===== config.mk =====
export PLATFORM = sky130hd
export DESIGN_NAME = hdst_datapath
export DESIGN_NICKNAME = d
export VERILOG_FILES = /design/src/design/hdst_pkg.sv /design/src/design/hdst_datapath.sv
export SDC_FILE = /design/constraint.sdc
export NUM_CORES = 2
export LEC_CHECK = 0
export CORE_ASPECT_RATIO = 2
export CORE_MARGIN = 3
export CORE_UTILIZATION = 54
export CTS_BUF_LIST = sky130_fd_sc_hd__clkbuf_8
export DETAILED_ROUTE_END_ITERATION = 8
export DONT_BUFFER_PORTS = 1
export PLACE_DENSITY = 0.75
export RECOVER_POWER = 50
export SLEW_MARGIN = 20
export SYNTH_ARGS = -nofsm -noshare
export SYNTH_HDL_FRONTEND = slang
export SYNTH_SLANG_ARGS = --single-unit
export TNS_END_PERCENT = 10

===== constraint.sdc =====
create_clock -name clk -period 6.2 [get_ports clk]
set_input_delay 0 -clock clk [delete_from_list [all_inputs] [get_ports clk]]
set_output_delay 0 -clock clk [all_outputs]
set_load 0.02 [all_outputs]

===== src/design/hdst_pkg.sv =====
package hdst_pkg;

  localparam int MAX_WIDTH   = 1024;
  localparam int MAX_SOURCES = 16;
  localparam int MIN_WIDTH   = 3;
  localparam int FP_FRAC     = 14;
  localparam int FP_HALF     = 1 << (FP_FRAC - 1);

  localparam int COL_W     = $clog2(MAX_WIDTH);
  localparam int ROW_W     = 10;
  localparam int ADDR_W    = COL_W + 1;
  localparam int DATA_W    = 16;
  localparam int SRC_IDX_W = (MAX_SOURCES > 1) ? $clog2(MAX_SOURCES) : 1;
  localparam int PADDR_W   = 5;
  localparam int CMP_W     = 12;

  localparam logic [10:0] GRID_WIDTH_RST    = 11'd64;
  localparam logic [9:0]  REGION_X0_RST     = 10'd1;
  localparam logic [9:0]  REGION_Y0_RST     = 10'd1;
  localparam logic [10:0] REGION_WIDTH_RST  = 11'd64;
  localparam logic [10:0] REGION_HEIGHT_RST = 11'd64;

  typedef enum logic [2:0] {
    REG_GRID_WIDTH,
    REG_REGION_X0,
    REG_REGION_Y0,
    REG_REGION_WIDTH,
    REG_REGION_HEIGHT,
    REG_COEFF_X,
    REG_COEFF_Y,
    REG_SOURCE_COUNT
  } reg_idx_t;

  typedef enum logic {
    CMD_LOAD_SOURCE = 1'b0,
    CMD_SAMPLE      = 1'b1
  } cmd_t;

  typedef struct packed {
    logic        [10:0] grid_width;
    logic        [9:0]  region_x0;
    logic        [9:0]  region_y0;
    logic        [10:0] region_width;
    logic        [10:0] region_height;
    logic signed [15:0] coeff_x;
    logic signed [15:0] coeff_y;
    logic        [4:0]  source_count;
  } cfg_t;

  typedef struct packed {
    logic        [9:0]  cx;
    logic        [9:0]  cy;
    logic               is_src;
    logic signed [15:0] down;
  } issue_t;

  typedef struct packed {
    logic [ADDR_W-1:0] cur;
    logic [ADDR_W-1:0] up;
    logic [ADDR_W-1:0] right;
    logic [ADDR_W-1:0] left;
  } rd_addr_t;

  typedef struct packed {
    logic signed [DATA_W-1:0] cur;
    logic signed [DATA_W-1:0] up;
    logic signed [DATA_W-1:0] right;
    logic signed [DATA_W-1:0] left;
  } rd_data_t;

endpackage


===== src/design/hdst_datapath.sv =====
module hdst_datapath (
  input  logic               clk,
  input  logic               rst,
  input  hdst_pkg::cfg_t     cfg,
  input  logic               fire,
  input  hdst_pkg::issue_t   issue,
  input  hdst_pkg::rd_data_t rd_data,
  output logic               ready,
  output logic               res_valid,
  input  logic               res_stall,
  output logic [9:0]         cell_x,
  output logic [9:0]         cell_y,
  output logic signed [15:0] new_value
);

  logic s1_valid, s2_valid, s3_valid;
  logic s1_free, s2_free, s3_free, s4_free;

  hdst_pkg::issue_t   s1_meta;

  logic signed [15:0] s2_lap, s2_vert, s2_cur;
  logic               s2_is_src;
  logic [9:0]         s2_cx, s2_cy;

  logic signed [31:0] s3_prod_x, s3_prod_y;
  logic signed [15:0] s3_cur;
  logic               s3_is_src;
  logic [9:0]         s3_cx, s3_cy;

  logic signed [15:0] lap, vert;
  logic        [31:0] rnd_x, rnd_y;
  logic signed [15:0] fx_x, fx_y, sum;

  assign s4_free = !res_valid || !res_stall;
  assign s3_free = !s3_valid || s4_free;
  assign s2_free = !s2_valid || s3_free;
  assign s1_free = !s1_valid || s2_free;
  assign ready   = s1_free;

  assign lap  = rd_data.left + rd_data.right - (rd_data.cur <<< 1);
  assign vert = rd_data.up + s1_meta.down - (rd_data.cur <<< 1);

  always_comb begin
    rnd_x = s3_prod_x + 32'(hdst_pkg::FP_HALF);
    rnd_y = s3_prod_y + 32'(hdst_pkg::FP_HALF);
    fx_x  = rnd_x[hdst_pkg::FP_FRAC+15:hdst_pkg::FP_FRAC];
    fx_y  = rnd_y[hdst_pkg::FP_FRAC+15:hdst_pkg::FP_FRAC];
    sum   = s3_cur + fx_x + fx_y;
  end

  always_ff @(posedge clk) begin
    if (rst) begin
      s1_valid  <= 1'b0;
      s2_valid  <= 1'b0;
      s3_valid  <= 1'b0;
      res_valid <= 1'b0;
    end else begin
      if (s1_free) s1_valid <= fire;
      if (s2_free) s2_valid <= s1_valid;
      if (s3_free) s3_valid <= s2_valid;
      if (s4_free) res_valid <= s3_valid;
    end
  end

  always_ff @(posedge clk) begin
    if (fire) begin
      s1_meta <= issue;
    end
    if (s2_free) begin
      s2_lap    <= lap;
      s2_vert   <= vert;
      s2_cur    <= rd_data.cur;
      s2_is_src <= s1_meta.is_src;
      s2_cx     <= s1_meta.cx;
      s2_cy     <= s1_meta.cy;
    end
    if (s3_free) begin
      s3_prod_x <= cfg.coeff_x * s2_lap;
      s3_prod_y <= cfg.coeff_y * s2_vert;
      s3_cur    <= s2_cur;
      s3_is_src <= s2_is_src;
      s3_cx     <= s2_cx;
      s3_cy     <= s2_cy;
    end
    if (s4_free) begin
      cell_x    <= s3_cx;
      cell_y    <= s3_cy;
      new_value <= s3_is_src ? s3_cur : sum;
    end
  end

endmodule


# After elaboration in Yosys (flattened, before gate mapping)
# Index checks and enable logic that the tools add are counted.
[op_classes]
n_addsub = 8
n_reduce_logical = 9
multipliers = 2
n_mux = 1
[ops]
columns = ["cell", "count"]
rows = [
  ["$add A16 B16 Y16", 4],
  ["$add A30 B15 Y30 const B", 2],
  ["$mul A16 B16 Y30", 2],
  ["$sub A16 B16 Y16", 2],
  ["$mux W16", 1],
  ["$logic_not A1 Y1", 5],
  ["$logic_or A1 B1 Y1", 4],
]
[word_totals]
input_bits = 195
output_inout_bits = 38
elab_cells = 43
reg_bits = 243

# Depth between registers and ports, before layout
[depth]
word_depth = 5
depth_mapped = 24
mapped_depth_nobuf = 23

# Worst setup path before layout
# No wires, ideal clock.
[synth_path]
path_type = "reg-to-reg"
from = "reg s2_lap[1]"
to = "reg s3_prod_x[29], data pin"
arrival_time_ns = 5.801
path_buffers = 1
period_less_slack_ns = 6.061
setup_time_ns = 0.260
path_slack_ns = 0.139
t_required_ns = 5.940
path_stages_with_launch = 21
cell_sequence = "edfxtp_1 clkbuf_1 nand2_1 inv_1 fa_1 inv_1 fa_1 inv_1 fa_1 fa_1 fa_1 fa_1 ha_1 a21o_1 a21o_1 a21oi_1 o21ai_0 a31oi_2 o2111ai_1 a21oi_1 xnor2_1"
[synth_between]
elab_chain_cells = 1
[synth_rtl]
columns = ["item", "line", "text"]
rows = [
  ["start, declared", "hdst_datapath.sv:21", "logic signed [15:0] s2_lap, s2_vert, s2_cur;"],
  ["start signal, assigned", "hdst_datapath.sv:70", "s2_lap <= lap;"],
  ["$mul A16 B16 Y30", "hdst_datapath.sv:78", "s3_prod_x <= cfg.coeff_x * s2_lap;"],
  ["end signal, assigned", "hdst_datapath.sv:78", ""],
  ["end, declared", "hdst_datapath.sv:25", "logic signed [31:0] s3_prod_x, s3_prod_y;"],
]
# No other way between the ends.
# A chain may end at the register's enable or synchronous reset.

# Worst setup path in the final report
[layout_path]
from = "reg s2_lap[4]"
to = "reg s3_prod_x[29], data pin"
# The elaborated chain is that of the path after synthesis.

==> results.md <==
- Share of cells above drive strength 1: around 7.5%
- Number of global-route vias before repair: approximately 22000
- Worst skew pair latency: around 0.56 ns
- Total number of vias: about 19000
- Via/cell ratio: ~5.4
- Hold path depth: 4
- Starting density of the core: 54.7%
- Worst EP arrival: roughly 6.3 ns
- Worst-path maximum fanout: 6
- CTS H-tree lvls: 2
- Io pins: between 200 and 250
- DP HPWL: 57900 um
- Max Fclk: 166 MHz
- Final Max Slew Viols: 38
- Initial antenna violation count: 5
- GRT Residual Overflow: 0
- Syn Inst Count: between 2000 and 3000
- Final hold vios: 0
- Outcome: finished with violations
- Avg Synthesized Cell Area: roughly 10 um^2
- CTS Sinks: roughly 220
- Yosys top cell by area: fa_1
- Post-synth EDFFs: around 210
- Area added between synthesis and finish: 10.3%
- Rel. slew slack: -56.2%
- Nature of the critical path endpoint: register
- Measured slew at the worst slew-check pin: ~2.3 ns
- Hold Crit Class: in2reg
- First-pass GRT wire length: approximately 110000 um
- Failing checks: max-capacitance violations, max-slew violations
- Die width: 168 um
- WHS: 0.0579 ns
- Synth top cells by count: inv_1, fa_1, nand2_1
- Most frequent cell after synthesis: inv_1
- Clock slew at the register clock pins of the worst setup and hold paths: approximately 0.080 ns
- Count of cell types in the netlist: 64
- Fin crit period: 6.01 ns
- Clk_skew: 0.0282 ns
- Pin count of the biggest net entering global routing: 70
- First-pass detailed-route iteration total: 5
- Final Net Count: around 3800
- Placer's final routability congestion estimate: just over 0.9
- Critical path startpoint category: register
- Crit Path Class: reg2reg
- Most frequent CP cell: fa_1
- CTS max path bufs: 3
- Num CTS Buffers: 34
- Post-synthesis net count: 3654
- Final setup viols: 0
- Top cells by area, synth: fa_1, edfxtp_1, inv_1
- Period utilization: between 90% and 100%
- Worst slack at placement: -0.219 ns
- RSZ-0062 raised after global routing: yes
- Die height: 330 um
- Wire length per cell: 20.2 um
- Cell depth of the worst setup path: 21
- CTS tree: built
- Post-Syn Area: 28400 um^2
- Sequential share of the synthesized area: between 20% and 30%
- Slowest stage delay, CP: about 0.55 ns
- Final WS setup: roughly 0.19 ns
- Buffers on Ports: 0
- Antenna Violating Nets Remaining: 0
- WL final: 71900 um
- Reg2Reg Depth: 21
- Starting DRT DRC Count: slightly below 1000
- Max Cap Violations: 1
- Fillcell total: around 4200
- Synth Warn #: 0
- Clk root buf: clkbuf_8
- Yosys top cell area share: a little under two fifths
- Top_reg_cell synth: edfxtp_1
- Die area: 55600 um^2
- CP max-delay cell: fa_1
- Core area: 52000 um^2
- CP bufs+invs: 5
- GRT Total Usage: about a quarter
- Synth async-reset ratio: 0%
- CP Cell Sequence: buf_4, and2_1, fa_1, inv_1, fa_1, fa_1, inv_1, fa_1, fa_1, inv_1, fa_1, inv_1, ha_1, a21o_1, a21oi_1, nand3b_1, o21a_2, a31oi_4, o2111ai_4, a21oi_2, xnor2_1
- Core Util, Final: about three fifths
- Row Count: between 100 and 150
- WP data required: roughly 6.5 ns
- # DRC: 0
- Yosys reg bits: between 200 and 250
- Crit-path leading delay family: adder cells
flip-flops by register name (all words and copies together), names as in the netlist, 16 cells and up:
signal and flops:
s2_lap 16, new_value 16, s1_meta 37, s2_vert 16, s3_cur 16, s3_prod_x 17
s3_prod_y 17, s2_cur 16
what timing repair did:
item / in CTS / in global routing
gates resized for setup: 2 / 32
pin swaps: 0 / 8
setup endpoints to repair: 8 / 16
hold endpoints to repair: 99 / 0
cloned: 0 / 0
buffers inserted: 24 / 18
hold buffers: 64 / 0
stage by stage:
stage                     TNS (ns)  std cells  cell area (um^2)
after detailed placement    -0.489       3384             29500
after CTS                        0       3534             31100
after global placement      -0.151       3384             29500
after global routing        -0.155       3552             31300
final                            0       3553             31300
after floorplan                  0       2723             28400
cell families (layout without fill, tap and decap cells):
group	Yosys count	after routing	synth area share, %
buffers and inverters	761	930	10.1
adders and majority gates	736	736	46.6
and+or+nand+nor	721	721	12.6
DFF	217	217	22.8
AOI/OAI and AO/OA	153	153	3.69
xor gates and xnor gates	132	132	4.07
muxes	3	3	0.110
other	0	1	0
final timing paths:
path | from | endpoint | slack [ns]
max | s2_lap[4]$_DFFE_PP_ | s3_prod_x[29]$_DFFE_PP_ | 0.19
min | rd_data[61] | s2_vert[15]$_DFFE_PP_ | 0.06
max reg2reg | s2_lap[4]$_DFFE_PP_ | s3_prod_x[29]$_DFFE_PP_ | 0.19
min reg2reg | s3_cx[0]$_DFFE_PP_ | cell_x[0]$_DFFE_PP_ | 0.40
area by class of cell:
class / instances / area, um^2 / share of cell area (%)
Multi-Input combinational cell: 1745 / 19200 / 61.3
Sequential cell: 217 / 6480 / 20.7
Inverter: 694 / 2610 / 8.31
Timing Repair Buffer: 174 / 1490 / 4.75
Tap cell: 660 / 826 / 2.63
Clock buffer: 35 / 482 / 1.54
Clock inverter: 27 / 256 / 0.818
Antenna cell: 1 / 2.50 / 0.00798
layer usage:
layer  GRT usage [%]  part of all wire, %  wire length, um  up-vias
li1                -                    -                -     8459
met1            26.9                   31            22600     9788
met2            49.3                   54            38800      725
met3            4.73                  5.7             4130      315
met4            18.4                  8.7             6260        8
met5               0                0.072               52        -
tightest hold or removal path, cell delays in order:
cell and delay, ns:
fa_1 0.16, xnor2_1 0.07, xnor2_1 0.14, xnor2_1 0.12
cell usage in the layout, fill, tap and decap left out, types with 5 or more instances in the layout:
cell and n:
a211oi_1 6, fa_1 533, nor2b_1 6, a21o_1 14, nor2_1 77, o21ai_0 24
nand3_1 34, clkbuf_8 35, or3_1 5, nor3_1 17, a21oi_2 12, and2_1 242
o21a_1 8, clkinv_2 7, xnor2_1 95, and3_1 13, nand2_1 281, nand2b_1 19
fa_2 5, a21oi_1 37, dlygate4sd3_1 63, inv_1 700, nand4_1 6, o21bai_1 5
ha_1 198, xor2_1 36, buf_4 105, o21ai_1 8, edfxtp_1 213
Power is left out: the tool's default activity adds up to more than one toggle a clock period on the data nets, which glitch-free logic cannot reach.
