### src/design/hdst_pkg.sv
package hdst_pkg;

  localparam int MAX_WIDTH   = 1024;
  localparam int MAX_SOURCES = 16;
  localparam int MIN_WIDTH   = 3;
  localparam int FP_FRAC     = 14;
  localparam int FP_HALF     = 1 << (FP_FRAC - 1);

  localparam int COL_W     = $clog2(MAX_WIDTH);
  localparam int ROW_W     = 10;
  localparam int ADDR_W    = COL_W + 1;
  localparam int DATA_W    = 16;
  localparam int SRC_IDX_W = (MAX_SOURCES > 1) ? $clog2(MAX_SOURCES) : 1;
  localparam int PADDR_W   = 5;
  localparam int CMP_W     = 12;

  localparam logic [10:0] GRID_WIDTH_RST    = 11'd64;
  localparam logic [9:0]  REGION_X0_RST     = 10'd1;
  localparam logic [9:0]  REGION_Y0_RST     = 10'd1;
  localparam logic [10:0] REGION_WIDTH_RST  = 11'd64;
  localparam logic [10:0] REGION_HEIGHT_RST = 11'd64;

  typedef enum logic [2:0] {
    REG_GRID_WIDTH,
    REG_REGION_X0,
    REG_REGION_Y0,
    REG_REGION_WIDTH,
    REG_REGION_HEIGHT,
    REG_COEFF_X,
    REG_COEFF_Y,
    REG_SOURCE_COUNT
  } reg_idx_t;

  typedef enum logic {
    CMD_LOAD_SOURCE = 1'b0,
    CMD_SAMPLE      = 1'b1
  } cmd_t;

  typedef struct packed {
    logic        [10:0] grid_width;
    logic        [9:0]  region_x0;
    logic        [9:0]  region_y0;
    logic        [10:0] region_width;
    logic        [10:0] region_height;
    logic signed [15:0] coeff_x;
    logic signed [15:0] coeff_y;
    logic        [4:0]  source_count;
  } cfg_t;

  typedef struct packed {
    logic        [9:0]  cx;
    logic        [9:0]  cy;
    logic               is_src;
    logic signed [15:0] down;
  } issue_t;

  typedef struct packed {
    logic [ADDR_W-1:0] cur;
    logic [ADDR_W-1:0] up;
    logic [ADDR_W-1:0] right;
    logic [ADDR_W-1:0] left;
  } rd_addr_t;

  typedef struct packed {
    logic signed [DATA_W-1:0] cur;
    logic signed [DATA_W-1:0] up;
    logic signed [DATA_W-1:0] right;
    logic signed [DATA_W-1:0] left;
  } rd_data_t;

endpackage

### src/design/hdst_cfg.sv
module hdst_cfg (
  input  logic                         clk,
  input  logic                         rst,
  input  logic                         psel,
  input  logic                         penable,
  input  logic                         pwrite,
  input  logic [hdst_pkg::PADDR_W-1:0] paddr,
  input  logic [31:0]                  pwdata,
  output logic [31:0]                  prdata,
  output logic                         pready,
  output hdst_pkg::cfg_t               cfg
);

  hdst_pkg::reg_idx_t idx;
  logic               wr;

  assign idx    = hdst_pkg::reg_idx_t'(paddr[hdst_pkg::PADDR_W-1:2]);
  assign wr     = psel && penable && pwrite;
  assign pready = 1'b1;

  always_ff @(posedge clk) begin
    if (rst) begin
      cfg.grid_width    <= hdst_pkg::GRID_WIDTH_RST;
      cfg.region_x0     <= hdst_pkg::REGION_X0_RST;
      cfg.region_y0     <= hdst_pkg::REGION_Y0_RST;
      cfg.region_width  <= hdst_pkg::REGION_WIDTH_RST;
      cfg.region_height <= hdst_pkg::REGION_HEIGHT_RST;
      cfg.coeff_x       <= '0;
      cfg.coeff_y       <= '0;
      cfg.source_count  <= '0;
    end else if (wr) begin
      case (idx)
        hdst_pkg::REG_GRID_WIDTH:    cfg.grid_width    <= pwdata[10:0];
        hdst_pkg::REG_REGION_X0:     cfg.region_x0     <= pwdata[9:0];
        hdst_pkg::REG_REGION_Y0:     cfg.region_y0     <= pwdata[9:0];
        hdst_pkg::REG_REGION_WIDTH:  cfg.region_width  <= pwdata[10:0];
        hdst_pkg::REG_REGION_HEIGHT: cfg.region_height <= pwdata[10:0];
        hdst_pkg::REG_COEFF_X:       cfg.coeff_x       <= pwdata[15:0];
        hdst_pkg::REG_COEFF_Y:       cfg.coeff_y       <= pwdata[15:0];
        hdst_pkg::REG_SOURCE_COUNT:  cfg.source_count  <= pwdata[4:0];
        default: ;
      endcase
    end
  end

  always_comb begin
    prdata = '0;
    case (idx)
      hdst_pkg::REG_GRID_WIDTH:    prdata = {21'b0, cfg.grid_width};
      hdst_pkg::REG_REGION_X0:     prdata = {22'b0, cfg.region_x0};
      hdst_pkg::REG_REGION_Y0:     prdata = {22'b0, cfg.region_y0};
      hdst_pkg::REG_REGION_WIDTH:  prdata = {21'b0, cfg.region_width};
      hdst_pkg::REG_REGION_HEIGHT: prdata = {21'b0, cfg.region_height};
      hdst_pkg::REG_COEFF_X:       prdata = {16'b0, cfg.coeff_x};
      hdst_pkg::REG_COEFF_Y:       prdata = {16'b0, cfg.coeff_y};
      hdst_pkg::REG_SOURCE_COUNT:  prdata = {27'b0, cfg.source_count};
      default:                     prdata = '0;
    endcase
  end

endmodule

### config.mk
export PLATFORM = sky130hd
export DESIGN_NAME = hdst_cfg
export DESIGN_NICKNAME = d
export VERILOG_FILES = /design/src/design/hdst_pkg.sv /design/src/design/hdst_cfg.sv
export SDC_FILE = /design/constraint.sdc
export NUM_CORES = 1
export LEC_CHECK = 0
export ABC_CLOCK_PERIOD_IN_PS = 3500
export BUFFER_PORTS_ARGS = -buffer_cell sky130_fd_sc_hd__buf_4
export CORE_ASPECT_RATIO = 1.4
export CORE_MARGIN = 2
export CORE_UTILIZATION = 53
export DETAILED_ROUTE_END_ITERATION = 12
export PLACE_DENSITY = 0.84
export SLEW_MARGIN = 20
export SYNTH_ARGS = -nofsm -noshare
export SYNTH_HDL_FRONTEND = slang
export SYNTH_SLANG_ARGS = --single-unit
### constraint.sdc
create_clock -name clk -period 3.5 [get_ports clk]
set_input_delay 0.175 -clock clk [delete_from_list [all_inputs] [get_ports clk]]
set_output_delay 0.175 -clock clk [all_outputs]
set_load 0.05 [all_outputs]
---- Word level (Yosys, flattened, before mapping) ----
Cells that the tools add are included.
word-level totals
  bits in registers ....................... 90
  input port bits ......................... 42
  output and inout bits ................... 123
  word-level logic and storage cells ...... 27
operators by class
  eq/ne operators ......................... 7
  muxes and demuxes ....................... 1
  reductions and logical operators ........ 11
operators with widths
  operator                                       number
  one-hot mux 32 bit (8 select lines)            1
  AND reduction 2 bit                            8
  == test 3 bit, second input constant           4
  == test 3 x 2 -> 1 bit, second input constant  2
  == test 3 x 1 -> 1 bit, second input constant  1
  logical NOT 3 bit                              1
  logical AND 1 bit                              2

---- Longest topological paths before layout ----
  depth after elaboration ................. 3
  gate-level depth with buffers ........... 7
  mapped depth without buffers ............ 4

---- Worst setup path after synthesis ----
Ideal clock, no wire load.
  kind .................................... reg-to-output
  start ................................... register cfg[7] (netlist bit)
  end ..................................... output prdata[2]
  arrival ................................. 1.760 ns
  required time ........................... 3.325 ns
  path slack .............................. 1.565 ns
  cell stages (with the launch flop) ...... 5
  path buffers ............................ 0
  path through ............................ dfxtp_1 mux2i_1 a221oi_1 a221oi_1 nor2_1
between the ends
  longest elaborated chain between the ends .. 1
RTL lines
  item                                 line            source
  start, declared                      hdst_cfg.sv:11  output hdst_pkg::cfg_t cfg
  one-hot mux 32 bit (8 select lines)  hdst_cfg.sv:48  case (idx)
  end, declared                        hdst_cfg.sv:9   output logic [31:0] prdata,
Every way passes these cells. The select of a mux whose other input is x is not followed.

---- Worst setup path after layout ----
  start ................................... input paddr[3] (netlist bit)
  end ..................................... output prdata[5]
between the ends
  longest elaborated chain between the ends .. 2
  elaborated cells on any way between the ends .. 9
  classes of those cells .................. 7 x eq/ne; 1 x mux; 1 x reduce/logical
RTL lines
  item                                     line            source
  start, declared                          hdst_cfg.sv:7   input logic [hdst_pkg::PADDR_W-1:0] paddr,
  == test 3 bit (tied with other cells)    hdst_cfg.sv:48
  one-hot mux 32 bit (8 select lines) (*)  hdst_cfg.sv:48
Mark *: on every way between the ends. The rest lies on a longest branch, timed or not. The select of a mux whose other input is x is not followed.

==> flow_summary.html <==
<table>
<tr><th>Metric</th><th>Value</th></tr>
<tr><th colspan="2">Outcome</th></tr>
<tr><td>Status</td><td>complete, no violations</td></tr>
<tr><th colspan="2">Final layout</th></tr>
<tr><td>Highest-count cells in the layout ignoring fill and taps</td><td>134 x buf_4, 119 x nand2_1, 90 x dfxtp_1</td></tr>
<tr><td>Final net count</td><td>678</td></tr>
<tr><td>Number of fill cells</td><td>659</td></tr>
<tr><td>Total area of multi-input combinational cells</td><td>2098 µm²</td></tr>
<tr><td>Most common library cell in the layout ignoring fill and taps</td><td>buf_4</td></tr>
<tr><td>Most flops, register</td><td>cfg</td></tr>
<tr><td>Total inserted antenna cells</td><td>0</td></tr>
<tr><td>Share of post-route cells with drive strength above 1</td><td>0.2512</td></tr>
<tr><td>Registers with the highest flip-flop counts</td><td>cfg (90)</td></tr>
<tr><td>Seq. cell area</td><td>1802 µm²</td></tr>
<tr><td>Area added between synthesis and finish</td><td>24.43%</td></tr>
<tr><td>Largest register FFs</td><td>90</td></tr>
<tr><th colspan="2">Setup path</th></tr>
<tr><td>CP peak stage delay</td><td>660 ps</td></tr>
<tr><td>Critical-path cell with the highest stage delay</td><td>nor2b_1</td></tr>
<tr><td>Arrival time at the worst endpoint</td><td>1990 ps</td></tr>
<tr><td>Startpoint Class</td><td>input port</td></tr>
<tr><td>Cell-by-cell listing of the critical path</td><td>buf_4 -&gt; nor2b_1 -&gt; a22o_1 -&gt; a21oi_1 -&gt; a21oi_1 -&gt; buf_4</td></tr>
<tr><td>Endpoint required time on the critical path</td><td>3320 ps</td></tr>
<tr><td>Sort of element at the end of the critical path</td><td>primary output</td></tr>
<tr><td>Worst setup path category</td><td>in -&gt; out</td></tr>
<tr><td>Highest fanout seen on the critical path</td><td>32</td></tr>
<tr><th colspan="2">Routing</th></tr>
<tr><td>Antenna Violating Nets Remaining</td><td>0</td></tr>
<tr><td>Length of the first detailed-routing pass in iterations</td><td>5</td></tr>
<tr><td>Number of violations reported at the end of detailed-routing iteration 0</td><td>421</td></tr>
<tr><td>Final routed wire length divided by cell count</td><td>17.28 µm</td></tr>
<tr><td>Total wirelength of the detailed-routed design</td><td>12.81 mm</td></tr>
<tr><td>Number of vias after detailed routing</td><td>4270</td></tr>
<tr><td>Number of remaining DRC errors</td><td>0</td></tr>
<tr><td>Vias/cell</td><td>5.762</td></tr>
<tr><th colspan="2">Synthesis</th></tr>
<tr><td>Post-synthesis instance total</td><td>541</td></tr>
<tr><td>Synthesis Warnings</td><td>0</td></tr>
<tr><td>Synth Register Bits</td><td>90</td></tr>
<tr><td>Post-synthesis instance area</td><td>4262 µm²</td></tr>
<tr><td>Sequential area share after synthesis</td><td>0.4228</td></tr>
<tr><td>Average cell area after synthesis</td><td>7.877 µm²</td></tr>
<tr><td>Post-synthesis cell type count</td><td>38</td></tr>
<tr><th colspan="2">Floorplanning</th></tr>
<tr><td>Top-Level Pins</td><td>165</td></tr>
<tr><td>Vertical extent of the die</td><td>110.1 µm</td></tr>
<tr><td>Effective utilization at floorplan</td><td>0.5465</td></tr>
<tr><td>Total Die Area</td><td>8784 µm²</td></tr>
<tr><td>Number of rows in the core area</td><td>38</td></tr>
<tr><td>Die X</td><td>79.79 µm</td></tr>
<tr><td>Core region area</td><td>7797 µm²</td></tr>
<tr><th colspan="2">Power and ir drop</th></tr>
<tr><td>PwrDens</td><td>404.1 nW/µm²</td></tr>
<tr><td>Worst voltage drop across the vdd grid</td><td>0.3379 mV</td></tr>
<tr><td>Power consumption</td><td>2143 µW</td></tr>
<tr><td>Leakage power summed over all cells</td><td>0.002121 µW</td></tr>
<tr><th colspan="2">Timing</th></tr>
<tr><td>Share of the clock period used by the worst path</td><td>0.6175</td></tr>
<tr><td>Final hold violations</td><td>0</td></tr>
<tr><td>RSZ-0062 raised after global routing</td><td>no</td></tr>
<tr><td>Final Max Tran Viols</td><td>0</td></tr>
<tr><td>Clock period minus worst slack</td><td>2161 ps</td></tr>
<tr><td>Post-Route Setup TNS</td><td>0 ps</td></tr>
<tr><td>Worst slew pin tran</td><td>924.1 ps</td></tr>
<tr><td>Endpoints failing setup</td><td>0</td></tr>
<tr><td>Tightest slew margin relative to the limit</td><td>0.3840</td></tr>
<tr><td>Maximum clock rate</td><td>0.4627 GHz</td></tr>
<tr><td>Skew final</td><td>0 ps</td></tr>
<tr><th colspan="2">Placement</th></tr>
<tr><td>Port Buffers</td><td>129</td></tr>
<tr><td>Detailed Place HPWL</td><td>8.738 mm</td></tr>
<tr><td>Gpl congestion</td><td>0.9293</td></tr>
<tr><th colspan="2">CTS</th></tr>
<tr><td>Clock transition at path regs</td><td>90 ps</td></tr>
<tr><td>Post-CTS setup buffer count</td><td>0</td></tr>
<tr><td>Number of buffers inserted for hold repair after clock tree synthesis</td><td>0</td></tr>
<tr><td>CTS H-Tree Depth</td><td>3</td></tr>
<tr><td>Buffer levels on the longest clock path</td><td>2</td></tr>
<tr><td># clock sinks</td><td>90</td></tr>
<tr><td>TritonCTS clock tree</td><td>done</td></tr>
<tr><td>TritonCTS Buffers</td><td>9</td></tr>
<tr><td>Later-pin clock latency in the skew report</td><td>350 ps</td></tr>
<tr><td>CTS resizes</td><td>0</td></tr>
<tr><td>CTS root buf</td><td>clkbuf_8</td></tr>
<tr><th colspan="2">Global routing</th></tr>
<tr><td>Antenna violations before repair</td><td>0</td></tr>
<tr><td>Largest net degree at the start of global routing</td><td>91</td></tr>
<tr><td>Wire length of the first global-routing pass</td><td>19.30 mm</td></tr>
<tr><td>Global-route congestion overflow total</td><td>0</td></tr>
<tr><td>Number of global-route vias before repair</td><td>3877</td></tr>
<tr><td>Overall global routing resource usage</td><td>0.2826</td></tr>
<tr><th colspan="2">Worst hold path</th></tr>
<tr><td>Path class of the lowest-slack min-delay path</td><td>in -&gt; reg</td></tr>
<tr><th colspan="2">Run</th></tr>
<tr><td>Max Cap Viol</td><td>0</td></tr>
</table>
-- cells in the mapped netlist --
library cell / instances / area, µm²
nand2b_4: 1 / 13.76
o22a_1: 2 / 17.52
nand2_2: 1 / 6.260
a21oi_1: 88 / 440.4
nor2_1: 29 / 108.9
a311oi_1: 1 / 8.760
nand4b_4: 1 / 23.77
a221oi_1: 8 / 70.07
o21ai_0: 43 / 215.2
or2_1: 1 / 6.260
conb_1: 2 / 7.510
nand3b_1: 4 / 30.03
a22o_1: 7 / 61.31
or3_1: 3 / 18.77
o22ai_1: 1 / 6.260
nor3b_1: 1 / 7.510
o211ai_1: 1 / 7.510
a22oi_1: 7 / 52.55
a211o_1: 1 / 8.760
buf_2: 16 / 80.08
clkbuf_1: 21 / 78.83
nor3_1: 1 / 5.000
dfxtp_1: 90 / 1802
o21bai_1: 4 / 30.03
nor3_4: 1 / 16.27
nor2_4: 2 / 22.52
nand2b_1: 1 / 6.260
nor2b_1: 14 / 87.58
nand4_1: 1 / 6.260
nand2_1: 119 / 446.7
a31oi_1: 1 / 6.260
buf_4: 25 / 187.7
inv_1: 10 / 37.54
buf_6: 3 / 33.78
mux2_2: 5 / 56.30
nor2_2: 1 / 6.260
mux2i_1: 23 / 230.2
o221a_2: 1 / 11.26
-- worst paths after layout --
kind | startpoint | to | slack [ps] | cells past startpoint
min | pwdata[13] | cfg[34]$_SDFFE_PP0P_ | 70 | 3
max | paddr[3] | prdata[5] | 1340 | 6
max reg2reg | cfg[69]$_SDFFE_PP1P_ | cfg[69]$_SDFFE_PP1P_ | 2710 | 3
min reg2reg | cfg[12]$_SDFFE_PP0P_ | cfg[12]$_SDFFE_PP0P_ | 480 | 2
-- worst max-delay path, delay by kind of cell --
kind / cells / cell delay, ps
and+or+nand+nor: 1 / 660
AOI/OAI and AO/OA: 3 / 550
buffers and inverters: 2 / 590
-- logic make-up (layout without fill, tap and decap cells) --
kind of cell	count (synthesis)	in the layout	synth area share
buf+inv	75	160	0.09806
compound gates	165	165	0.2196
flops	90	90	0.4228
mux	28	28	0.06723
simple gates	181	181	0.1905
other cells	2	17	0.001762
-- layout make-up --
cell class | instances | area share
clock buffers | 11 | 0.02478
clock inverters | 5 | 0.01935
inverters | 10 | 0.007079
multi-input cells | 391 | 0.3957
flip-flops and latches | 90 | 0.3398
well taps | 100 | 0.02360
repair buffers | 134 | 0.1897
-- report_power, final --
part | leakage (µW) | switching, µW | internal (µW) | total, µW
clock | 0.000114 | 362 | 474 | 836
sequential | 0.000726 | 6.79 | 1030 | 1040
combinational | 0.00128 | 202 | 67.0 | 269
total | 0.00212 | 571 | 1570 | 2140
-- metal layers --
layer,share of wire,global-route usage,wire (µm),vias to the layer above
li1,-,-,-,1982
met1,0.38,0.3501,4835,1998
met2,0.51,0.4772,6577,262
met3,0.083,0.05619,1067,28
met4,0.026,0.1223,327,0
met5,0,0,0,-
-- metrics by stage --
step,cell area (µm²),cells,utilization,worst slack [ps],hold WS (ps)
after floorplan,4318,556,-,1565,296.1
after global placement,5069,725,0.6500,1345,418.6
after detailed placement,5069,725,0.6500,1352,431.9
after CTS,5303,741,0.6800,1382,63.11
after global routing,5303,741,0.6800,1252,81.49
final,5303,741,0.6800,1339,67.86
Note: power is estimated with default switching activity, not from simulation.
