File: src/design/hdst_pkg.sv
package hdst_pkg;

  localparam int MAX_WIDTH   = 1024;
  localparam int MAX_SOURCES = 16;
  localparam int MIN_WIDTH   = 3;
  localparam int FP_FRAC     = 14;
  localparam int FP_HALF     = 1 << (FP_FRAC - 1);

  localparam int COL_W     = $clog2(MAX_WIDTH);
  localparam int ROW_W     = 10;
  localparam int ADDR_W    = COL_W + 1;
  localparam int DATA_W    = 16;
  localparam int SRC_IDX_W = (MAX_SOURCES > 1) ? $clog2(MAX_SOURCES) : 1;
  localparam int PADDR_W   = 5;
  localparam int CMP_W     = 12;

  localparam logic [10:0] GRID_WIDTH_RST    = 11'd64;
  localparam logic [9:0]  REGION_X0_RST     = 10'd1;
  localparam logic [9:0]  REGION_Y0_RST     = 10'd1;
  localparam logic [10:0] REGION_WIDTH_RST  = 11'd64;
  localparam logic [10:0] REGION_HEIGHT_RST = 11'd64;

  typedef enum logic [2:0] {
    REG_GRID_WIDTH,
    REG_REGION_X0,
    REG_REGION_Y0,
    REG_REGION_WIDTH,
    REG_REGION_HEIGHT,
    REG_COEFF_X,
    REG_COEFF_Y,
    REG_SOURCE_COUNT
  } reg_idx_t;

  typedef enum logic {
    CMD_LOAD_SOURCE = 1'b0,
    CMD_SAMPLE      = 1'b1
  } cmd_t;

  typedef struct packed {
    logic        [10:0] grid_width;
    logic        [9:0]  region_x0;
    logic        [9:0]  region_y0;
    logic        [10:0] region_width;
    logic        [10:0] region_height;
    logic signed [15:0] coeff_x;
    logic signed [15:0] coeff_y;
    logic        [4:0]  source_count;
  } cfg_t;

  typedef struct packed {
    logic        [9:0]  cx;
    logic        [9:0]  cy;
    logic               is_src;
    logic signed [15:0] down;
  } issue_t;

  typedef struct packed {
    logic [ADDR_W-1:0] cur;
    logic [ADDR_W-1:0] up;
    logic [ADDR_W-1:0] right;
    logic [ADDR_W-1:0] left;
  } rd_addr_t;

  typedef struct packed {
    logic signed [DATA_W-1:0] cur;
    logic signed [DATA_W-1:0] up;
    logic signed [DATA_W-1:0] right;
    logic signed [DATA_W-1:0] left;
  } rd_data_t;

endpackage

File: src/design/hdst_front.sv
module hdst_front (
  input  logic                                clk,
  input  logic                                rst,
  input  hdst_pkg::cfg_t                      cfg,
  input  logic                                accept,
  input  logic                                command,
  input  logic signed [15:0]                  sample,
  input  logic                                frame_start,
  input  logic [3:0]                          source_index,
  input  logic [9:0]                          source_x,
  input  logic [9:0]                          source_y,
  output hdst_pkg::rd_addr_t                  rd_addr,
  output logic                                wr_en,
  output logic [hdst_pkg::ADDR_W-1:0]         wr_addr,
  output logic                                fire,
  output hdst_pkg::issue_t                    issue
);

  logic [hdst_pkg::COL_W-1:0]  column_count;
  logic [hdst_pkg::ROW_W-1:0]  row_count;
  logic [hdst_pkg::COL_W-1:0]  column_count_next;
  logic [hdst_pkg::ROW_W-1:0]  row_count_next;

  logic [9:0] src_x [hdst_pkg::MAX_SOURCES];
  logic [9:0] src_y [hdst_pkg::MAX_SOURCES];

  logic [hdst_pkg::ADDR_W-1:0] w;
  logic [hdst_pkg::ADDR_W-1:0] x_ext;
  logic [hdst_pkg::ADDR_W-1:0] new_base;
  logic [hdst_pkg::ADDR_W-1:0] cur_base;
  logic [hdst_pkg::ADDR_W-1:0] col_inc;
  logic [hdst_pkg::COL_W-1:0]  x;
  logic [hdst_pkg::ROW_W-1:0]  y;
  logic [9:0]                  cy;
  logic [hdst_pkg::CMP_W-1:0]  x_c;
  logic [hdst_pkg::CMP_W-1:0]  y_c;
  logic                        emit;
  logic                        hit;
  logic                        is_sample;
  int                          gw;

  assign is_sample = (hdst_pkg::cmd_t'(command) == hdst_pkg::CMD_SAMPLE);

  always_comb begin
    gw = int'(cfg.grid_width);
    if (gw < hdst_pkg::MIN_WIDTH) begin
      gw = hdst_pkg::MIN_WIDTH;
    end else if (gw > hdst_pkg::MAX_WIDTH) begin
      gw = hdst_pkg::MAX_WIDTH;
    end
    w = hdst_pkg::ADDR_W'(gw);

    if (frame_start) begin
      x = '0;
      y = '0;
    end else if (hdst_pkg::ADDR_W'(column_count) >= w) begin
      x = '0;
      y = row_count + 1'b1;
    end else begin
      x = column_count;
      y = row_count;
    end

    x_ext    = hdst_pkg::ADDR_W'(x);
    new_base = y[0] ? w : '0;
    cur_base = y[0] ? '0 : w;

    rd_addr.cur = cur_base + x_ext;
    rd_addr.up  = new_base + x_ext;
    if (x_ext + 1'b1 < w) begin
      rd_addr.right = cur_base + x_ext + 1'b1;
    end else begin
      rd_addr.right = new_base;
    end
    if (x != '0) begin
      rd_addr.left = cur_base + x_ext - 1'b1;
    end else begin
      rd_addr.left = new_base + w - 1'b1;
    end

    x_c  = hdst_pkg::CMP_W'(x);
    y_c  = hdst_pkg::CMP_W'(y);
    emit = (y != '0) &&
           (x_c >= hdst_pkg::CMP_W'(cfg.region_x0)) &&
           (x_c + 2'd2 < hdst_pkg::CMP_W'(cfg.region_x0) +
                         hdst_pkg::CMP_W'(cfg.region_width)) &&
           (y_c >= hdst_pkg::CMP_W'(cfg.region_y0) + 1'b1) &&
           (y_c + 1'b1 < hdst_pkg::CMP_W'(cfg.region_y0) +
                         hdst_pkg::CMP_W'(cfg.region_height));

    cy = 10'(y - 1'b1);

    hit = 1'b0;
    for (int i = 0; i < hdst_pkg::MAX_SOURCES; i++) begin
      if (i < int'(cfg.source_count) && src_x[i] == 10'(x) && src_y[i] == cy) begin
        hit = 1'b1;
      end
    end

    col_inc = x_ext + 1'b1;
    if (col_inc >= w) begin
      column_count_next = '0;
      row_count_next    = y + 1'b1;
    end else begin
      column_count_next = col_inc[hdst_pkg::COL_W-1:0];
      row_count_next    = y;
    end

    issue.cx     = 10'(x);
    issue.cy     = cy;
    issue.is_src = hit;
    issue.down   = sample;
  end

  assign wr_en   = accept && is_sample;
  assign wr_addr = rd_addr.up;
  assign fire    = accept && is_sample && emit;

  always_ff @(posedge clk) begin
    if (rst) begin
      column_count <= '0;
      row_count    <= '0;
    end else if (accept && is_sample) begin
      column_count <= column_count_next;
      row_count    <= row_count_next;
    end
  end

  always_ff @(posedge clk) begin
    if (accept && !is_sample && int'(source_index) < hdst_pkg::MAX_SOURCES) begin
      src_x[source_index[hdst_pkg::SRC_IDX_W-1:0]] <= source_x;
      src_y[source_index[hdst_pkg::SRC_IDX_W-1:0]] <= source_y;
    end
  end

endmodule

File: config.mk
export PLATFORM = sky130hd
export DESIGN_NAME = hdst_front
export DESIGN_NICKNAME = d
export VERILOG_FILES = /design/src/design/hdst_pkg.sv /design/src/design/hdst_front.sv
export SDC_FILE = /design/constraint.sdc
export NUM_CORES = 1
export LEC_CHECK = 0
export BUFFER_PORTS_ARGS = -buffer_cell sky130_fd_sc_hd__buf_4
export CORE_MARGIN = 10
export CORE_UTILIZATION = 40
export DETAILED_ROUTE_END_ITERATION = 10
export PLACE_DENSITY = 0.66
export SYNTH_ARGS = -nofsm -noshare
export SYNTH_HDL_FRONTEND = slang
export SYNTH_SLANG_ARGS = --single-unit
File: constraint.sdc
create_clock -name clk -period 8.6 [get_ports clk]
set_input_delay 0.86 -clock clk [delete_from_list [all_inputs] [get_ports clk]]
set_output_delay 0.86 -clock clk [all_outputs]
set_load 0.01 [all_outputs]
# Word level (Yosys, flattened, before mapping)
# Memories as Yosys holds them, arrays and structs flattened.
# Cells that the tools add are included.
dict set report op_classes {
  shifts 0
  bitwise_logic 0
  n_div 0
  addsub 15
  mux 30
  n_reduce_logical 42
  multipliers 0
  eq_ne 32
  order_cmp 25
}
# op n
set ops {}
lappend ops {{10-bit == test} 32}
lappend ops {{11-bit two-way mux} 6}
lappend ops {{10-bit two-way mux} 6}
lappend ops {{4-bit by 5-bit < comparator with 1-bit output (first input constant)} 8}
lappend ops {{1-bit logical AND} 39}
lappend ops {{10-bit by 1-bit adder with 11-bit output (second input constant)} 3}
lappend ops {{10-bit by 11-bit adder with 12-bit output} 2}
lappend ops {{11-bit by 12-bit < comparator with 1-bit output} 2}
lappend ops {{11-bit by 10-bit adder with 11-bit output} 2}
lappend ops {{10-bit by 11-bit greater-or-equal comparator with 1-bit output} 2}
lappend ops {{11-bit by 1-bit subtractor with 11-bit output (second input constant)} 2}
lappend ops {{10-bit by 1-bit adder with 10-bit output (second input constant)} 2}
lappend ops {{3-bit by 5-bit < comparator with 1-bit output (first input constant)} 4}
lappend ops {{10-bit nonzero test} 2}
lappend ops {{1-bit two-way mux} 18}
lappend ops {{10-bit by 2-bit adder with 11-bit output (second input constant)} 1}
lappend ops {{11-bit by 1-bit adder with 11-bit output (second input constant)} 1}
lappend ops {{11-bit adder} 1}
lappend ops {{11-bit greater-or-equal comparator} 1}
lappend ops {{11-bit greater-than comparator (second input constant)} 1}
lappend ops {{11-bit < comparator} 1}
lappend ops {{11-bit by 2-bit < comparator with 1-bit output (second input constant)} 1}
lappend ops {{10-bit greater-or-equal comparator} 1}
lappend ops {{1-bit by 5-bit < comparator with 1-bit output (first input constant)} 2}
lappend ops {{3 further kinds} 4}
dict set report totals {
  output_inout_bits 94
  latch_bits 0
  ramBits 320
  word_cells 148
  inputBits 135
  romBits 0
  regBits 20
  mem_count 2
}
# name depth word_bits rd rd_clocked_by_memory_dff write_ports line
set mem_list {}
lappend mem_list {src_x 16 10 16 0 1 hdst_front.sv:24} ;# logic [9:0] src_x [hdst_pkg::MAX_SOURCES];
lappend mem_list {src_y 16 10 16 0 1 hdst_front.sv:25} ;# logic [9:0] src_y [hdst_pkg::MAX_SOURCES];

# Depth between registers and ports, before layout
# Gate-level depths: netlist of run 1.
dict set report logic_depth {
  depth_word 25
  ltp_mapped 27
  mapped_depth_nobuf 25
}

# Worst setup path before layout of run 1
# OpenSTA, ideal clock, no wires.
dict set report synth_timing {
  path_kind {input -> output}
  from {input cfg[81] (netlist bit)}
  to {output issue[16] (netlist bit)}
  required_time_ns 7.740
  path_slack_ns 1.165
  path_buffers 5
  arrival_ns 6.575
  cell_stages 27
  cell_sequence {nor4_1 > nand2_1 > a21oi_1 > inv_1 > ha_1 > a21oi_1 > o21a_1 > o21ai_2 > buf_2 > a211oi_1 > clkbuf_1 > clkbuf_1 > ha_1 > clkbuf_1 > xnor2_1 > a221oi_1 > o221ai_1 > nor2_1 > nand2_1 > a221o_1 > nor4_1 > o2111ai_1 > or4_1 > o32ai_1 > nor4_1 > o2111ai_1 > buf_4}
}
# element line
set synth_rtl {}
lappend synth_rtl {{from (decl)} hdst_front.sv:4} ;# input hdst_pkg::cfg_t cfg,
lappend synth_rtl {{to (decl)} hdst_front.sv:16} ;# output hdst_pkg::issue_t issue

==> results of run 1 <==
==> per-layer routing <==
layer / track usage / part of all wire / vias to the layer above
met5: 0 / 0 / -
met1: 0.279 / 0.40 / 8966
met2: 0.351 / 0.46 / 1018
met4: 0.0786 / 0.036 / 0
li1: - / - / 8280
met3: 0.0382 / 0.099 / 175
==> power by group through the flow <==
stage	clock network [mW]	logic [mW]	registers [mW]
after floorplan	0	0.445	1.88
after global placement	0	0.682	1.88
after detailed placement	0	0.697	1.88
after CTS	1.62	0.701	1.85
after global routing	1.68	0.766	1.85
final	1.60	0.704	1.85
==> registers in the layout, indices dropped and copies added, names as in the netlist <==
register      cells
src_x           160
row_count        10
src_y           160
column_count     10
==> final cells by class <==
cell class | count | area [um2]
clock buffers | 44 | 995
clock inverters | 25 | 211
fillers | 5089 | 29700
inverters | 127 | 484
multi-input cells | 1543 | 11400
flip-flops and latches | 340 | 10000
well taps | 748 | 936
repair buffers | 225 | 1690
==> critical path: stages <==
cell and delay, ns:
buf_4 0.11, nor4_1 0.38, nand2_1 0.10, a21oi_1 0.31, inv_1 0.18, ha_1 0.32
nand2_1 0.07, o21ai_2 0.37, a21oi_4 0.10, o21ai_1 0.23, mux2i_1 0.14, nor2_1 0.15
inv_1 0.08, ha_1 0.45, buf_4 0.39, xnor2_1 0.12, a221oi_1 0.25, nand2_1 0.09
a211oi_1 0.22, o221ai_1 0.17, nor4_1 0.25, o2111ai_1 0.18, a2111oi_1 0.63, a41oi_1 0.21
o221ai_1 0.12, and4b_1 0.22, o2111ai_1 0.22, buf_4 0.16
==> cell families (layout without fill, tap and decap cells) <==
logic type | after synthesis | after routing | share of synthesized area
AO/OA/AOI/OAI | 517 | 517 | 0.162
XOR/XNOR | 296 | 296 | 0.126
buffers and inverters | 259 | 421 | 0.0513
AND/OR/NAND/NOR | 586 | 586 | 0.136
flip-flops | 340 | 340 | 0.444
adder cells (fa/ha/maj) | 125 | 125 | 0.0711
multiplexers | 19 | 19 | 0.00972
==> per-stage QoR <==
stage / utilization / area, um2
6_report: 0.465 / 25700
3_5_place_dp: 0.443 / 24500
4_1_cts: 0.465 / 25700
3_3_place_gp: 0.443 / 24500
2_1_floorplan: - / 22500
5_1_grt: 0.465 / 25700
==> worst max-delay path by stage <==
stage	start	endpoint	slack, ns	cells past startpoint
floorplan	cfg[81]	issue[16]	1.16	27
global placement	cfg[81]	issue[16]	0.76	28
detailed placement	cfg[81]	issue[16]	0.69	28
CTS	cfg[81]	issue[16]	0.68	28
global route	cfg[81]	issue[16]	0.19	28
finish	cfg[81]	issue[16]	0.63	28
==> layout by cell type (no fill, tap or decap), types with 23 or more instances in the layout <==
cell type / count
nand3_1: 75
inv_1: 112
buf_4: 225
edfxtp_1: 320
nor2_1: 118
xnor2_1: 195
o22ai_1: 30
ha_1: 120
xor2_1: 83
o21ai_0: 81
a31oi_1: 27
nor3_1: 61
clkbuf_16: 39
nand2_1: 107
nor4_1: 33
nand2b_1: 23
nor2b_1: 26
a21oi_1: 112
nand4_1: 30
==> run metrics, run 1 <==
fmax 126 MHz; initial antenna violation count 0; clk slew on worst S/H paths 0.06 ns; grt total ovfl 0; Commonest cells post-synth 320 x edfxtp_1, 195 x xnor2_1, 130 x nor2_1; vias per cell 6.04; max_slew headroom 0.172; Site Rows 86; number of warnings issued by yosys 0; Reg-to-Reg End row_count[8]; share of layout cells above drive strength 1 0.154; Net Switching 1.12 mW; Logic pwr share 0.170; final setup margin 0.635 ns; pin count of the biggest net entering global routing 33; Power Density 161 mW/mm2; Starting Density 0.406; CP Data Required Time 7.74 ns; fin nets 2536; Crit Path Max Fanout 15; DRC errors left 0; core area 0.0554 mm2; I/O Buffers 164; HP Class flip-flop to flip-flop; Clock Skew 0.00270 ns; Inserted Diodes 0; Num CTS Buffers 39; clock latency on the worst-skew pair 0.54 ns; vias in the first global route 18400; post-cts sizing count 0; Post-Syn Nets 2402; DR pass1 iterations 8; Period Utilization, post-route 0.926; Clock Path Buffers 3; crit path time final 7.97 ns; Setup-failing EPs final 0; GRT Util Overall 0.214; FFs w/ async S/R, synth 0; r2r setup slk 2.48 ns; endpoints failing hold 0; Max VDD drop 116 uV; Die Y 257 um; top cells by area, synth edfxtp_1 43%, xnor2_1 7.6%, ha_1 6.7%; Detailed Place HPWL 52200 um; root buf cell clkbuf_16; die area 0.0662 mm2; CTS Hold Bufs 0; Mapped Cells 2142; synthesized cell area 0.0225 mm2; minimum hold slack 0.533 ns; IO Pins 229; register bit count reported by yosys 340; max-slew violations 0; RSZ-0062 raised after global routing no; H-Tree Depth 2; CTS tree yes; Initial DRC Count 2150; sequential power share 0.445; Avg WL per Cell 24.2 um; Hold Crit Depth 2; part of the Yosys area used for sequential elements 0.444; worst slew pin tran 1.24 ns; leakage 9.32 nW; post-CTS setup buffers 0; CP Launch Type input pin; max-cap violations 0; RePlAce Congestion 0.912; TNS Setup 0 ns; most common cell in the synthesized netlist edfxtp_1; Final Non-Filler Cells 3052; R2R cell count 21; arrival time at the worst endpoint 7.11 ns; Crit Reg-Reg Startpoint column_count[0]; largest area contributor in the netlist edfxtp_1; CP endpoint kind output port; Final ANT Viol Nets 0; clk sinks 340; number of enable flip-flop cells after synthesis 320; Clk pwr share 0.386; most common flop cell mapped by yosys edfxtp_1; placed insts 2983; first-pass GRT wire length 111000 um; Sw Share 0.269; WS Path Type input pin to output port; post-synthesis cell type count 103; Place WS 0.693 ns; hold_sp row_count[9]; via count 18400; Detailed Route WL 73900 um; Min-Delay Endpoint row_count[9]; share of the synthesized area in the top cell type 0.427; outcome finished, final reports clean; Internal Power 3.04 mW; syn avg cell area 10.5 um2; area growth from synthesis to layout 14.3%; Die Wd 257 um; total power 4.15 mW
Note: power is estimated with default switching activity, not from simulation.
==> inputs of run 2 (changes only) <==
--- a/config.mk
+++ b/config.mk
@@ -9,7 +9,7 @@
 export CORE_MARGIN = 10
 export CORE_UTILIZATION = 40
 export DETAILED_ROUTE_END_ITERATION = 10
-export PLACE_DENSITY = 0.66
+export PLACE_DENSITY_LB_ADDON = 0.25
 export SYNTH_ARGS = -nofsm -noshare
 export SYNTH_HDL_FRONTEND = slang
 export SYNTH_SLANG_ARGS = --single-unit
==> run 2 against run 1 <==
Clock skew grew 0.011 ns. Wire length grew 2.0%. Total power shrank 0.94%. Largest power group unchanged. Clock-buffer cell count is 9 higher. Setup slack got worse by 0.016 ns. Hold slack got worse by 0.0085 ns. Critical path depth did not move. Via count is 0.56% lower. Utilization barely moved.
==> run metrics, run 2 (synthesis results as in run 1) <==
worst slew pin tran 1.20 ns; HP Class flip-flop to flip-flop; Inserted Diodes 0; grt total ovfl 0; first-pass GRT wire length 113000 um; Bufs and invs on worst path 5; pin count of the biggest net entering global routing 33; Final ANT Viol Nets 0; Max VDD drop 134 uV; vias per cell 6.00; Core Util, Final 0.464; Die Y 257 um; DRC errors left 0; fmax 125 MHz; final setup margin 0.619 ns; Setup-failing EPs final 0; root buf cell clkbuf_16; minimum hold slack 0.525 ns; CTS tree yes; outcome finished, final reports clean; crit-path leading delay family compound AO/OA/AOI/OAI gates; post-cts sizing count 0; die area 0.0662 mm2; fin area 0.0257 mm2; WS Path Type input pin to output port; TNS Setup 0 ns; slowest CP cell a2111oi_1; Sw Share 0.271; Avg WL per Cell 24.7 um; post-CTS setup buffers 0; fin nets 2537; most common cell after layout, fill and taps aside edfxtp_1; clk sinks 340; arrival time at the worst endpoint 7.12 ns; clock latency on the worst-skew pair 0.56 ns; GRT Util Overall 0.219; Num CTS Buffers 39; Power Density 160 mW/mm2; CP Data Required Time 7.74 ns; Detailed Route WL 75400 um; I/O Buffers 164; Die Wd 257 um; Net Switching 1.12 mW; most frequent cells in the layout 320 x edfxtp_1, 226 x buf_4, 195 x xnor2_1, 120 x ha_1, 118 x nor2_1; CP Launch Type input pin; CP endpoint kind output port; sequential power share 0.449; IO Pins 229; leakage 9.31 nW; vias in the first global route 18300; DR pass1 iterations 8; RSZ-0062 raised after global routing no; Initial DRC Count 2026; core area 0.0554 mm2; H-Tree Depth 2; Place WS 0.745 ns; clk slew on worst S/H paths 0.06 ns; Site Rows 86; endpoints failing hold 0; area growth from synthesis to layout 14.2%; slowest stage delay, CP 0.64 ns; Clock Skew 0.0133 ns; Post-DP Area 0.0246 mm2; Clk pwr share 0.379; crit path time final 7.98 ns; max_slew headroom 0.196; Starting Density 0.406; CTS Hold Bufs 0; Clock Path Buffers 3; RePlAce Congestion 0.898; share of layout cells above drive strength 1 0.152; Logic pwr share 0.172; via count 18300; max-cap violations 0; max-slew violations 0; Internal Power 3.00 mW; initial antenna violation count 1; Period Utilization, post-route 0.928; Crit Path Max Fanout 11; Detailed Place HPWL 53000 um
[run 2: changes by cell type in the layout (fill, tap and decap cells not counted)]
| cell | before | now |
|---|---|---|
| clkbuf_1 | 5 | 13 |
| clkinv_2 | 7 | 3 |
| clkinv_1 | 17 | 14 |
| bufinv_16 | 3 | 1 |
| buf_4 | 225 | 226 |
| clkbuf_16 | 39 | 40 |
| clkinv_4 | 0 | 1 |
| clkinv_8 | 0 | 1 |
| inv_16 | 1 | 0 |
[run 2: layout make-up]
class | instances | area, um2
Timing Repair Buffer | 226 | 1700
Inverter | 127 | 484
Multi-Input combinational cell | 1543 | 11400
Sequential cell | 340 | 10000
Fill cell | 5109 | 29700
Tap cell | 748 | 936
Clock inverter | 17 | 125
Clock buffer | 53 | 1050
[run 2: worst paths after layout]
path | from | end | slack, ns | depth (start not counted)
worst max-delay path | cfg[81] | issue[16] | 0.62 | 28
worst min-delay path | row_count[9] | row_count[9] | 0.52 | 2
worst max register to register | column_count[0] | column_count[6] | 1.81 | 20
worst min register to register | row_count[9] | row_count[9] | 0.52 | 2
[run 2: stage by stage]
| step | total power, mW | std cells |
|---|---|---|
| global placement | 2.57 | 2984 |
| CTS | 4.13 | 3054 |
| detailed placement | 2.58 | 2984 |
| finish | 4.11 | 3054 |
| floorplan | 2.32 | 2142 |
| global route | 4.27 | 3054 |
[run 2: power groups by stage]
stage / Sequential, mW / Combinational (mW) / Clock (mW)
after floorplan: 1.88 / 0.445 / 0
after global placement: 1.88 / 0.689 / 0
after detailed placement: 1.88 / 0.699 / 0
after CTS: 1.85 / 0.704 / 1.58
after global routing: 1.85 / 0.769 / 1.65
final: 1.85 / 0.707 / 1.56
[run 2: worst min-delay path: cells and delay by family (launching register included)]
family	cells	cell delay, ns
DFF	1	0.32
and+or+nand+nor	1	0.10
AOI/OAI and AO/OA	1	0.05
[run 2: routing by layer]
layer / wire length, um / global-route usage / vias to the layer above / part of all wire
met5: 0 / 0 / - / 0
met4: 2590 / 0.0812 / 0 / 0.034
met3: 6440 / 0.0333 / 162 / 0.085
met2: 35700 / 0.366 / 883 / 0.47
met1: 30600 / 0.282 / 9000 / 0.41
li1: - / - / 8291 / -
